<file path="config.mk">
export PLATFORM = sky130hd
export DESIGN_NAME = dxt_block_decoder
export DESIGN_NICKNAME = d
export VERILOG_FILES = /design/src/hdl/dbd_pkg.sv /design/src/hdl/dxt_block_decoder.sv /design/src/hdl/dbd_front.sv /design/src/hdl/dbd_queue.sv /design/src/hdl/dbd_back.sv
export VERILOG_INCLUDE_DIRS = /design/src /design/src/hdl
export SDC_FILE = /design/constraint.sdc
export NUM_CORES = 2
export LEC_CHECK = 0
export BUFFER_PORTS_ARGS = -buffer_cell sky130_fd_sc_hd__buf_2
export CAP_MARGIN = 20
export CORE_ASPECT_RATIO = 1.5
export CORE_UTILIZATION = 32
export CTS_CLUSTER_DIAMETER = 80
export CTS_CLUSTER_SIZE = 25
export DETAILED_ROUTE_END_ITERATION = 10
export PLACE_DENSITY = 0.49
export SLEW_MARGIN = 20
export SYNTH_ARGS = -nofsm -noshare
export SYNTH_HDL_FRONTEND = slang
export SYNTH_SLANG_ARGS = --single-unit
export TNS_END_PERCENT = 10
</file>
<file path="constraint.sdc">
create_clock -name clk -period 29.1 [get_ports clk]
set_input_delay 1.455 -clock clk [delete_from_list [all_inputs] [get_ports clk]]
set_output_delay 1.455 -clock clk [all_outputs]
set_load 0.05 [all_outputs]
</file>
<file path="src/hdl/dxt_block_decoder_macros.svh">
// Assertion macros used by the decoder back end.
// Needs nothing else; take it in with an include inside the module that asserts.
`ifndef DXT_BLOCK_DECODER_MACROS_SVH
`define DXT_BLOCK_DECODER_MACROS_SVH

// Check that the consequent holds in the same cycle as the antecedent
`define DBD_ASSERT_IMPL(lbl, clk_s, rst_s, ante, cons, msg) \
  lbl: assert property (@(posedge clk_s) disable iff (rst_s) (ante) |-> (cons)) \
    else $error(msg);

// Check that the consequent holds in the cycle after the antecedent
`define DBD_ASSERT_NEXT(lbl, clk_s, rst_s, ante, cons, msg) \
  lbl: assert property (@(posedge clk_s) disable iff (rst_s) (ante) |=> (cons)) \
    else $error(msg);

`endif

</file>
<file path="src/hdl/dbd_pkg.sv">
// Types, format codes and constant dividers for the DXT block decoder.
// No dependencies; every decoder module imports it.
`timescale 1ns / 1ps

package dbd_pkg;

  // Block format codes held in the format register
  localparam logic [1:0] FMT_DXT1 = 2'd0;
  localparam logic [1:0] FMT_DXT3 = 2'd1;
  localparam logic [1:0] FMT_DXT5 = 2'd2;

  // Configuration register indexes
  localparam logic REG_BLOCK_FORMAT = 1'b0;

  localparam logic [31:0] ALPHA_OPAQUE = 32'hFF00_0000;

  // One compressed block
  typedef struct packed {
    logic [63:0] alpha_word;
    logic [63:0] color_word;
  } dbd_in_t;

  // One decoded pixel
  typedef struct packed {
    logic [31:0] pixel_color;
    logic [3:0]  pixel_index;
    logic        last_pixel;
  } dbd_pix_t;

  // A classified block: palette and alpha table ready, indices still packed
  typedef struct packed {
    logic [1:0]       fmt;
    logic [3:0][31:0] pal;
    logic [7:0][7:0]  atab;
    logic [31:0]      cidx;
    logic [63:0]      aword;
  } dbd_blk_t;

  // Divide by 3 for values up to 765: multiply by 683 / 2048
  function automatic logic [7:0] div3(input logic [9:0] x);
    logic [20:0] p;
    p = 21'(x) * 21'd683;
    return p[18:11];
  endfunction

  // Divide by 7 for values up to 1785: multiply by 2341 / 16384
  function automatic logic [7:0] div7(input logic [10:0] x);
    logic [22:0] p;
    p = 23'(x) * 23'd2341;
    return p[21:14];
  endfunction

  // Divide by 5 for values up to 1275: multiply by 3277 / 16384
  function automatic logic [7:0] div5(input logic [10:0] x);
    logic [22:0] p;
    p = 23'(x) * 23'd3277;
    return p[21:14];
  endfunction

endpackage

</file>
<file path="src/hdl/dxt_block_decoder.sv">
// DXT1/DXT3/DXT5 block decoder: 16 RGBA8888 pixels per 4x4 compressed block.
// A block passes the input stage and the queue, then its 16 pixels leave the
// single-pixel output register one per cycle while out_stall is low.
// Two blocks can wait in the queue, so input transfers continue while pixels drain.
// Synchronous reset clears the format register to DXT1 and empties all stages.
`timescale 1ns / 1ps

module dxt_block_decoder import dbd_pkg::*; #(
  parameter int QUEUE_DEPTH = 2
) (
  input  logic        clk,
  input  logic        rst,
  input  logic        in_valid,
  output logic        in_stall,
  input  dbd_in_t     in_data,
  output logic        out_valid,
  input  logic        out_stall,
  output dbd_pix_t    out_data,
  input  logic        psel,
  input  logic        penable,
  input  logic        pwrite,
  input  logic [2:0]  paddr,
  input  logic [31:0] pwdata,
  output logic [31:0] prdata,
  output logic        pready
);

  logic [1:0] block_format;
  logic       push;
  dbd_blk_t   push_data;
  logic       q_full;
  logic       pop;
  dbd_blk_t   head;
  logic       head_valid;

  // Configuration register
  assign pready = 1'b1;
  assign prdata = (paddr[2] == REG_BLOCK_FORMAT) ? {30'd0, block_format} : 32'd0;

  always_ff @(posedge clk) begin
    if (rst) begin
      block_format <= FMT_DXT1;
    end else if (psel && penable && pwrite && pready && paddr[2] == REG_BLOCK_FORMAT) begin
      block_format <= pwdata[1:0];
    end
  end

  dbd_front u_front (
    .clk       (clk),
    .rst       (rst),
    .fmt       (block_format),
    .in_valid  (in_valid),
    .in_stall  (in_stall),
    .in_data   (in_data),
    .push      (push),
    .push_data (push_data),
    .q_full    (q_full)
  );

  dbd_queue #(
    .DEPTH (QUEUE_DEPTH)
  ) u_queue (
    .clk        (clk),
    .rst        (rst),
    .push       (push),
    .push_data  (push_data),
    .full       (q_full),
    .pop        (pop),
    .head       (head),
    .head_valid (head_valid)
  );

  dbd_back u_back (
    .clk        (clk),
    .rst        (rst),
    .head       (head),
    .head_valid (head_valid),
    .pop        (pop),
    .out_valid  (out_valid),
    .out_stall  (out_stall),
    .out_data   (out_data)
  );

endmodule

</file>
<file path="src/hdl/dbd_front.sv">
// Front end: takes compressed blocks, builds colour palette and alpha table.
// Depends on dbd_pkg; feeds dbd_queue.
`timescale 1ns / 1ps

module dbd_front import dbd_pkg::*; (
  input  logic     clk,
  input  logic     rst,
  input  logic [1:0] fmt,
  input  logic     in_valid,
  output logic     in_stall,
  input  dbd_in_t  in_data,
  output logic     push,
  output dbd_blk_t push_data,
  input  logic     q_full
);

  logic       s_valid;
  dbd_in_t    s_word;
  logic [1:0] s_fmt;

  // Expand an RGB565 colour to RGB888 by bit replication
  function automatic logic [2:0][7:0] expand565(input logic [15:0] c);
    logic [2:0][7:0] e;
    e[0] = {c[15:11], c[15:13]};
    e[1] = {c[10:5], c[10:9]};
    e[2] = {c[4:0], c[4:2]};
    return e;
  endfunction

  function automatic logic [3:0][31:0] build_pal(input logic [31:0] ends, input logic dxt1);
    logic [3:0][31:0] p;
    logic [2:0][7:0]  e0;
    logic [2:0][7:0]  e1;
    logic [15:0]      c0;
    logic [15:0]      c1;
    logic [31:0]      a;
    logic [2:0][7:0]  m2;
    logic [2:0][7:0]  m3;
    logic [2:0][7:0]  avg;
    logic [8:0]       s;
    c0 = ends[15:0];
    c1 = ends[31:16];
    a  = dxt1 ? ALPHA_OPAQUE : 32'd0;
    e0 = expand565(c0);
    e1 = expand565(c1);
    for (int ch = 0; ch < 3; ch++) begin
      m2[ch]  = div3({1'b0, e0[ch], 1'b0} + 10'(e1[ch]));
      m3[ch]  = div3(10'(e0[ch]) + {1'b0, e1[ch], 1'b0});
      s       = 9'(e0[ch]) + 9'(e1[ch]) + 9'd1;
      avg[ch] = s[8:1];
    end
    p[0] = a;
    p[1] = a;
    p[2] = a;
    p[3] = 32'd0;
    if (c0 != 16'd0 || c1 != 16'd0) begin
      p[0] = {8'd0, e0[2], e0[1], e0[0]} | a;
      p[1] = {8'd0, e1[2], e1[1], e1[0]} | a;
      if (!dxt1 || c0 > c1) begin
        p[2] = {8'd0, m2[2], m2[1], m2[0]} | a;
        p[3] = {8'd0, m3[2], m3[1], m3[0]} | a;
      end else begin
        p[2] = {8'd0, avg[2], avg[1], avg[0]} | a;
      end
    end
    return p;
  endfunction

  function automatic logic [7:0][7:0] build_atab(input logic [15:0] ends);
    logic [7:0][7:0] t;
    logic [7:0]      a0;
    logic [7:0]      a1;
    logic [10:0]     s;
    a0 = ends[7:0];
    a1 = ends[15:8];
    t[0] = a0;
    t[1] = a1;
    if (a0 > a1) begin
      for (int i = 2; i < 8; i++) begin
        s    = 11'(a0) * 11'(8 - i) + 11'(a1) * 11'(i - 1);
        t[i] = div7(s);
      end
    end else begin
      for (int i = 2; i < 6; i++) begin
        s    = 11'(a0) * 11'(6 - i) + 11'(a1) * 11'(i - 1);
        t[i] = div5(s);
      end
      t[6] = 8'd0;
      t[7] = 8'd255;
    end
    return t;
  endfunction

  // Hold the input stage while the queue is full
  assign in_stall = s_valid && q_full;
  assign push     = s_valid && !q_full;

  always_ff @(posedge clk) begin
    if (rst) begin
      s_valid <= 1'b0;
    end else if (!s_valid || !q_full) begin
      s_valid <= in_valid;
    end
  end

  always_ff @(posedge clk) begin
    if (in_valid && !in_stall) begin
      s_word <= in_data;
      s_fmt  <= fmt;
    end
  end

  // Classify the staged block
  always_comb begin
    push_data.fmt   = s_fmt;
    push_data.pal   = build_pal(s_word.color_word[31:0], s_fmt == FMT_DXT1);
    push_data.atab  = build_atab(s_word.alpha_word[15:0]);
    push_data.cidx  = s_word.color_word[63:32];
    push_data.aword = s_word.alpha_word;
  end

endmodule

</file>
<file path="src/hdl/dbd_queue.sv">
// Short block queue between the front end and the pixel back end.
// Depends on dbd_pkg for the block type.
`timescale 1ns / 1ps

module dbd_queue import dbd_pkg::*; #(
  parameter int DEPTH = 2
) (
  input  logic     clk,
  input  logic     rst,
  input  logic     push,
  input  dbd_blk_t push_data,
  output logic     full,
  input  logic     pop,
  output dbd_blk_t head,
  output logic     head_valid
);

  localparam int PTR_W = (DEPTH > 1) ? $clog2(DEPTH) : 1;
  localparam int CNT_W = $clog2(DEPTH + 1);

  dbd_blk_t   entry [DEPTH];
  logic [PTR_W-1:0] wr_ptr;
  logic [PTR_W-1:0] rd_ptr;
  logic [CNT_W-1:0] count;

  assign full       = (count == CNT_W'(DEPTH));
  assign head_valid = (count != '0);
  assign head       = entry[rd_ptr];

  // Advance pointers and occupancy
  always_ff @(posedge clk) begin
    if (rst) begin
      wr_ptr <= '0;
      rd_ptr <= '0;
      count  <= '0;
    end else begin
      if (push) begin
        wr_ptr <= (wr_ptr == PTR_W'(DEPTH - 1)) ? '0 : wr_ptr + 1'b1;
      end
      if (pop) begin
        rd_ptr <= (rd_ptr == PTR_W'(DEPTH - 1)) ? '0 : rd_ptr + 1'b1;
      end
      if (push && !pop) begin
        count <= count + 1'b1;
      end else if (pop && !push) begin
        count <= count - 1'b1;
      end
    end
  end

  always_ff @(posedge clk) begin
    if (push) begin
      entry[wr_ptr] <= push_data;
    end
  end

endmodule

</file>
<file path="src/hdl/dbd_back.sv">
// Back end: walks the queued block and emits one pixel per transfer.
// Depends on dbd_pkg and the decoder assertion macros.
`timescale 1ns / 1ps
`include "dxt_block_decoder_macros.svh"

module dbd_back import dbd_pkg::*; (
  input  logic     clk,
  input  logic     rst,
  input  dbd_blk_t head,
  input  logic     head_valid,
  output logic     pop,
  output logic     out_valid,
  input  logic     out_stall,
  output dbd_pix_t out_data
);

  logic [3:0]  cnt;
  logic        load;
  logic [1:0]  ci;
  logic [2:0]  ai;
  logic [3:0]  a4;
  logic [7:0]  alpha;
  logic [31:0] px;

  // Load the output register when a block is queued and the register is free or being taken
  assign load = head_valid && (!out_valid || !out_stall);
  assign pop  = load && (cnt == 4'd15);

  // Pick the pixel at the current position
  always_comb begin
    ci    = head.cidx[2*cnt +: 2];
    ai    = head.aword[16 + 3*cnt +: 3];
    a4    = head.aword[4*cnt +: 4];
    alpha = head.atab[ai];
    unique case (head.fmt)
      FMT_DXT1: px = head.pal[ci];
      FMT_DXT3: px = {a4, a4, head.pal[ci][23:0]};
      default:  px = {alpha, head.pal[ci][23:0]};
    endcase
  end

  always_ff @(posedge clk) begin
    if (rst) begin
      out_valid <= 1'b0;
      cnt       <= 4'd0;
    end else begin
      if (load) begin
        out_valid <= 1'b1;
        cnt       <= cnt + 4'd1;
      end else if (!out_stall) begin
        out_valid <= 1'b0;
      end
    end
  end

  always_ff @(posedge clk) begin
    if (load) begin
      out_data.pixel_color <= px;
      out_data.pixel_index <= cnt;
      out_data.last_pixel  <= (cnt == 4'd15);
    end
  end

  `DBD_ASSERT_IMPL(a_last_at_end, clk, rst, out_valid && out_data.last_pixel, out_data.pixel_index == 4'd15, "last flag away from position 15")
  `DBD_ASSERT_NEXT(a_index_steps, clk, rst, out_valid && !out_stall && !out_data.last_pixel && head_valid, out_valid && out_data.pixel_index == 4'($past(out_data.pixel_index) + 4'd1), "pixel position skipped")
  `DBD_ASSERT_IMPL(a_rise_needs_block, clk, rst, $rose(out_valid), $past(head_valid), "pixel emitted without a queued block")

endmodule
</file>
Yosys cells after proc, flatten, opt, wreduce, memory -nomap -nowiden
Memories as Yosys holds them, arrays and structs flattened. A register that Yosys moved wholly into a read port is not among the register bits.
Cells that the tools add are included.
- flip-flop bits (word level): 179
- RAM bits: 580
- input bits: 170
- output and inout bits: 72
- word-level logic and storage cells: 131
- memories kept: 1
- memories (memory ; words ; width ; read ports ; clocked after memory_dff ; write ports ; line ; RTL):
    u_queue.entry ; 2 ; 290 ; 1 ; 1 ; 1 ; dbd_queue.sv:21 ; dbd_blk_t entry [DEPTH];
- add/subtract/negate cells: 28
- multiply operators: 23
- $lt $le $gt $ge: 4
- equality and inequality tests: 4
- shifts and indexed selects: 3
- muxes and demuxes: 21
- bitwise logic cells: 6
- reduce and logical (&&, ||, !) cells: 28
- operators with widths (operator ; number):
    multiplier 11 x 12 -> 22 bit (second input constant) ; 10
    OR 24 x 32 -> 32 bit ; 5
    2-to-1 mux 128 bit ; 1
    2-to-1 mux 32 bit ; 4
    multiplier 10 x 10 -> 19 bit (second input constant) ; 6
    binary-select mux 32 bit (select 2 bit) ; 1
    one-hot mux 32 bit (2 select lines) ; 1
    indexed part select 64 x 33 -> 3 bit ; 1
    indexed part select 64 x 7 -> 4 bit ; 1
    2-to-1 mux 48 bit ; 1
    multiplier 8 x 2 -> 10 bit (second input constant) ; 4
    nonzero test 16 bit ; 2
    indexed part select 32 x 6 -> 2 bit ; 1
    adder 8 x 9 -> 10 bit ; 3
    adder 9 x 8 -> 10 bit ; 3
    adder 8 x 8 -> 9 bit ; 3
    adder 9 x 1 -> 9 bit (second input constant) ; 3
    binary-select mux 8 bit (select 3 bit) ; 1
    adder 10 x 10 -> 11 bit ; 2
    multiplier 8 x 3 -> 11 bit (second input constant) ; 2
    > comparator 16 bit ; 1
    adder 10 x 8 -> 11 bit ; 1
    adder 10 x 9 -> 11 bit ; 1
    adder 11 x 8 -> 11 bit ; 1
    other kinds (27) ; 58

Depth between registers and ports, before layout
- depth in word-level cells: 7
- mapped depth: 31
- mapped depth without buffers: 31

Hierarchy
Synthesis repeated with hierarchy kept, for this count alone.
- cell total of the unflattened synthesis: 5217
- area, all modules: 64470.6 um^2
- modules (own cells, without submodules) (module ; instances ; cells each ; area each (um^2) ; seq. area each (um^2)):
    dbd_front ; 1 ; 3880 ; 38411.8 ; 3923.8
    dbd_queue ; 1 ; 924 ; 21496.9 ; 17516.8
    dbd_back ; 1 ; 369 ; 4209.0 ; 1211.2
    dxt_block_decoder ; 1 ; 44 ; 352.8 ; 40.0

Worst setup path before layout
No wires, ideal clock.
- kind: register to register
- start point: register u_queue.count[0]
- end point: memory u_queue.entry[0][100] in the netlist's numbering (enable)
- setup time: 0.820 ns
- arrival time: 10.062 ns
- required time: 28.280 ns
- setup slack: 18.218 ns
- stages on the path, launching flop included: 4
- path buffers: 0
- clock period less this slack: 10.882 ns
- path through: dfxtp_1 > nand2b_1 > nand2_1 > nor2_1
- longest elaborated chain between the ends: 5
- RTL lines (item ; line ; RTL):
    start, declared ; dbd_queue.sv:24 ; logic [CNT_W-1:0] count;
    start signal, assigned ; dbd_queue.sv:44 ; count <= count + 1'b1;
    start signal, assigned ; dbd_queue.sv:46 ; count <= count - 1'b1;
    equality test 2 bit ; dbd_queue.sv:26 ; assign full = (count == CNT_W'(DEPTH));
    logical NOT 1 bit ; dbd_front.sv:96 ; assign push = s_valid && !q_full;
    logical AND 1 bit ; dbd_front.sv:96 ;
    2-to-1 mux 1 bit ; dbd_queue.sv:52 ; if (push) begin
    2-to-1 mux 1 bit (not written as such) ; dbd_queue.sv:53 ; entry[wr_ptr] <= push_data;
    end, declared ; dbd_queue.sv:21 ;
Every way passes these cells.

==> metrics <==
CP endpoint kind=flop; Core Area=177000 sq um; Critical Path Source Type=flop; grt met2 use=0.317; final worst-path cycle share=0.311; CP peak stage delay=730 ps; Die Ht=520 um; post-CTS resize count=0; synth warn=0; Initial DRC Count=1440; critical path class=flop to flop; clock tree buffer depth=3; WP buf/inv=4; worst path required time=29380 ps; status=finished clean; Max Clk Rate=0.110 GHz; H-tree depth=2; synthesis-to-layout area growth=8.63%; Max Transition Viols Final=0; RSZ-0062 raised after global routing=no; Skew-Pair Late Insertion Delay=640 ps; Max stage delay cell, worst path=or4b_2; mean routed wirelength per cell=20.2 um; largest net degree at the start of global routing=153; Final Hold Viols=0; register bit total from synthesis=636; DIE WIDTH=347 um; crit-path max FO=17; routability cong.=0.837; Crit path max-delay family=adder cells; final setup TNS=0 ps; global-route congestion overflow total=0; initial antenna violation count=15; clock skew=43.1 ps; Post-CTS Setup Bufs=0; vias per cell=4.96; Hold-fix buffers, CTS=0; Global Route met1 Usage=0.189; relative slew slack=0.222; die area=181000 sq um; Min-Delay Path Class=flop to flop; CTS Buf Count=37; global-route wire length before repair=225000 um; Root Buffer=clkbuf_16; dominant synthesized flop cell=edfxtp_1; post-synthesis cell count=4692; # IOs=242; Levels on crit path=28; Final nets=6557; grt met3 use=0.0126; gr busiest metal=met2; DRC viols=0; Least-Margin Pin Slew=1170 ps; Port Buffers=178; vias in the first global route=38652; Async SR Flop Fraction=0; Mapped Area=57200 sq um; DRT Wirelength=145000 um; reg2reg path depth=28; Pre-antenna DRT Iters=5; Mean Syn Cell Area=12.2 sq um; worst path arrival time=9340 ps; Antenna Nets Post-Route=0; WHS Path Cells=0; CTS Sinks=636; Final setup viols=0; All-Layer GR Usage=0.163; register area share after synthesis=0.331; CTS tree=yes; Cell Rows=189; Filler cells=17508; Post-DP HPWL=116000 um; layout cells sized above 1=0.0930; max-cap viol count=0; Starting Density=0.323; fin crit period=9060 ps; synth unique cells=78; Post-synth EDFFs=623; via count=35694; Worst-path clk slew=90 ps
## final cells by class
| cell class | count | area, sq um | share of cell area |
|---|---|---|---|
| antenna | 7 | 17.5 | 0.000282 |
| clock buffer | 46 | 1000 | 0.0161 |
| clock inverter | 17 | 240 | 0.00386 |
| inverter | 626 | 2350 | 0.0378 |
| multi-input combinational | 3330 | 35400 | 0.569 |
| sequential | 636 | 19000 | 0.305 |
| tap | 2292 | 2870 | 0.0461 |
| timing repair buffer | 236 | 1360 | 0.0218 |
## registers in the layout, summed over array words and instances (netlist names), 2 cells and up, named ones only
signal and flops:
u_back.out_data 37, block_format 2, u_queue.count 2, u_queue.entry 456, u_back.cnt 4, u_front.s_word 32, u_front.push_data 96, u_front.s_fmt 2
## layout by cell type (no fill, tap or decap), types with 17 or more instances in the layout
| cell | n |
|---|---|
| a211oi_1 | 28 |
| a21o_1 | 66 |
| a21oi_1 | 186 |
| a31oi_1 | 19 |
| and3_1 | 20 |
| buf_2 | 178 |
| buf_4 | 55 |
| clkbuf_16 | 39 |
| conb_1 | 31 |
| edfxtp_1 | 623 |
| fa_1 | 371 |
| ha_1 | 1149 |
| inv_1 | 626 |
| mux2i_1 | 83 |
| mux4_2 | 118 |
| nand2_1 | 190 |
| nand3_1 | 46 |
| nand4_1 | 26 |
| nor2_1 | 187 |
| nor2b_1 | 30 |
| nor3_1 | 48 |
| nor4_1 | 17 |
| o211ai_1 | 24 |
| o21a_1 | 18 |
| o21ai_0 | 99 |
| o21bai_1 | 60 |
| or3_1 | 21 |
| xnor2_1 | 169 |
| xor2_1 | 100 |
## final timing paths
| check | endpoint | from | slack, ps |
|---|---|---|---|
| worst min-delay path | u_queue.entry[1][39]$_DFFE_PP_ | u_front.push_data[39]$_DFFE_PP_ | 450 |
| worst max-delay path | u_queue.entry[1][125]$_DFFE_PP_ | u_front.push_data[1]$_DFFE_PP_ | 20040 |
| worst max register to register | u_queue.entry[1][125]$_DFFE_PP_ | u_front.push_data[1]$_DFFE_PP_ | 20040 |
| worst min register to register | u_queue.entry[1][39]$_DFFE_PP_ | u_front.push_data[39]$_DFFE_PP_ | 450 |
## synthesized netlist by cell type, drive strengths merged (28+ instances only)
cell type | count | area [sq um]
inv | 626 | 2350
xor2 | 100 | 876
nor2b | 31 | 194
ha | 1149 | 14400
a21oi | 187 | 936
nand2 | 190 | 713
o21bai | 60 | 450
o21ai | 101 | 505
xnor2 | 169 | 1480
buf | 63 | 464
a211oi | 28 | 210
mux2i | 84 | 853
edfxtp | 623 | 18700
a21o | 66 | 495
fa | 371 | 7430
nor3 | 48 | 240
mux4 | 118 | 2660
nor2 | 188 | 706
nand3 | 46 | 230
clkbuf | 66 | 248
## logic make-up after synthesis
family | Yosys count | share of synthesized area
adder cells (fa/ha/maj) | 1520 | 0.381
buffers and inverters | 755 | 0.0535
AND/OR/NAND/NOR | 658 | 0.0544
flip-flops | 636 | 0.331
AO/OA/AOI/OAI | 631 | 0.0726
XOR/XNOR | 274 | 0.0431
multiplexers | 216 | 0.0641
other | 2 | 0.000131
## per-stage QoR
stage          hold slack (ps)   util  area, sq um  setup WS, ps  std cells
5_1_grt                    460  0.351        62200         19410       7183
2_1_floorplan              420      -        57400         18220       4721
3_5_place_dp               431  0.344        60900         19770       7120
3_3_place_gp               422  0.344        60900         19740       7120
4_1_cts                    443  0.351        62200         19710       7183
6_report                   447  0.351        62200         20040       7190
## metal layers
layer  up-vias  share of wire
met4         0          0.027
met1     17894           0.40
li1      17173              -
met5         -              0
met2       471           0.54
met3       156          0.027
Power is not shown: default switching activity piles up to over one toggle a cycle in this logic, so the estimate is an artifact.
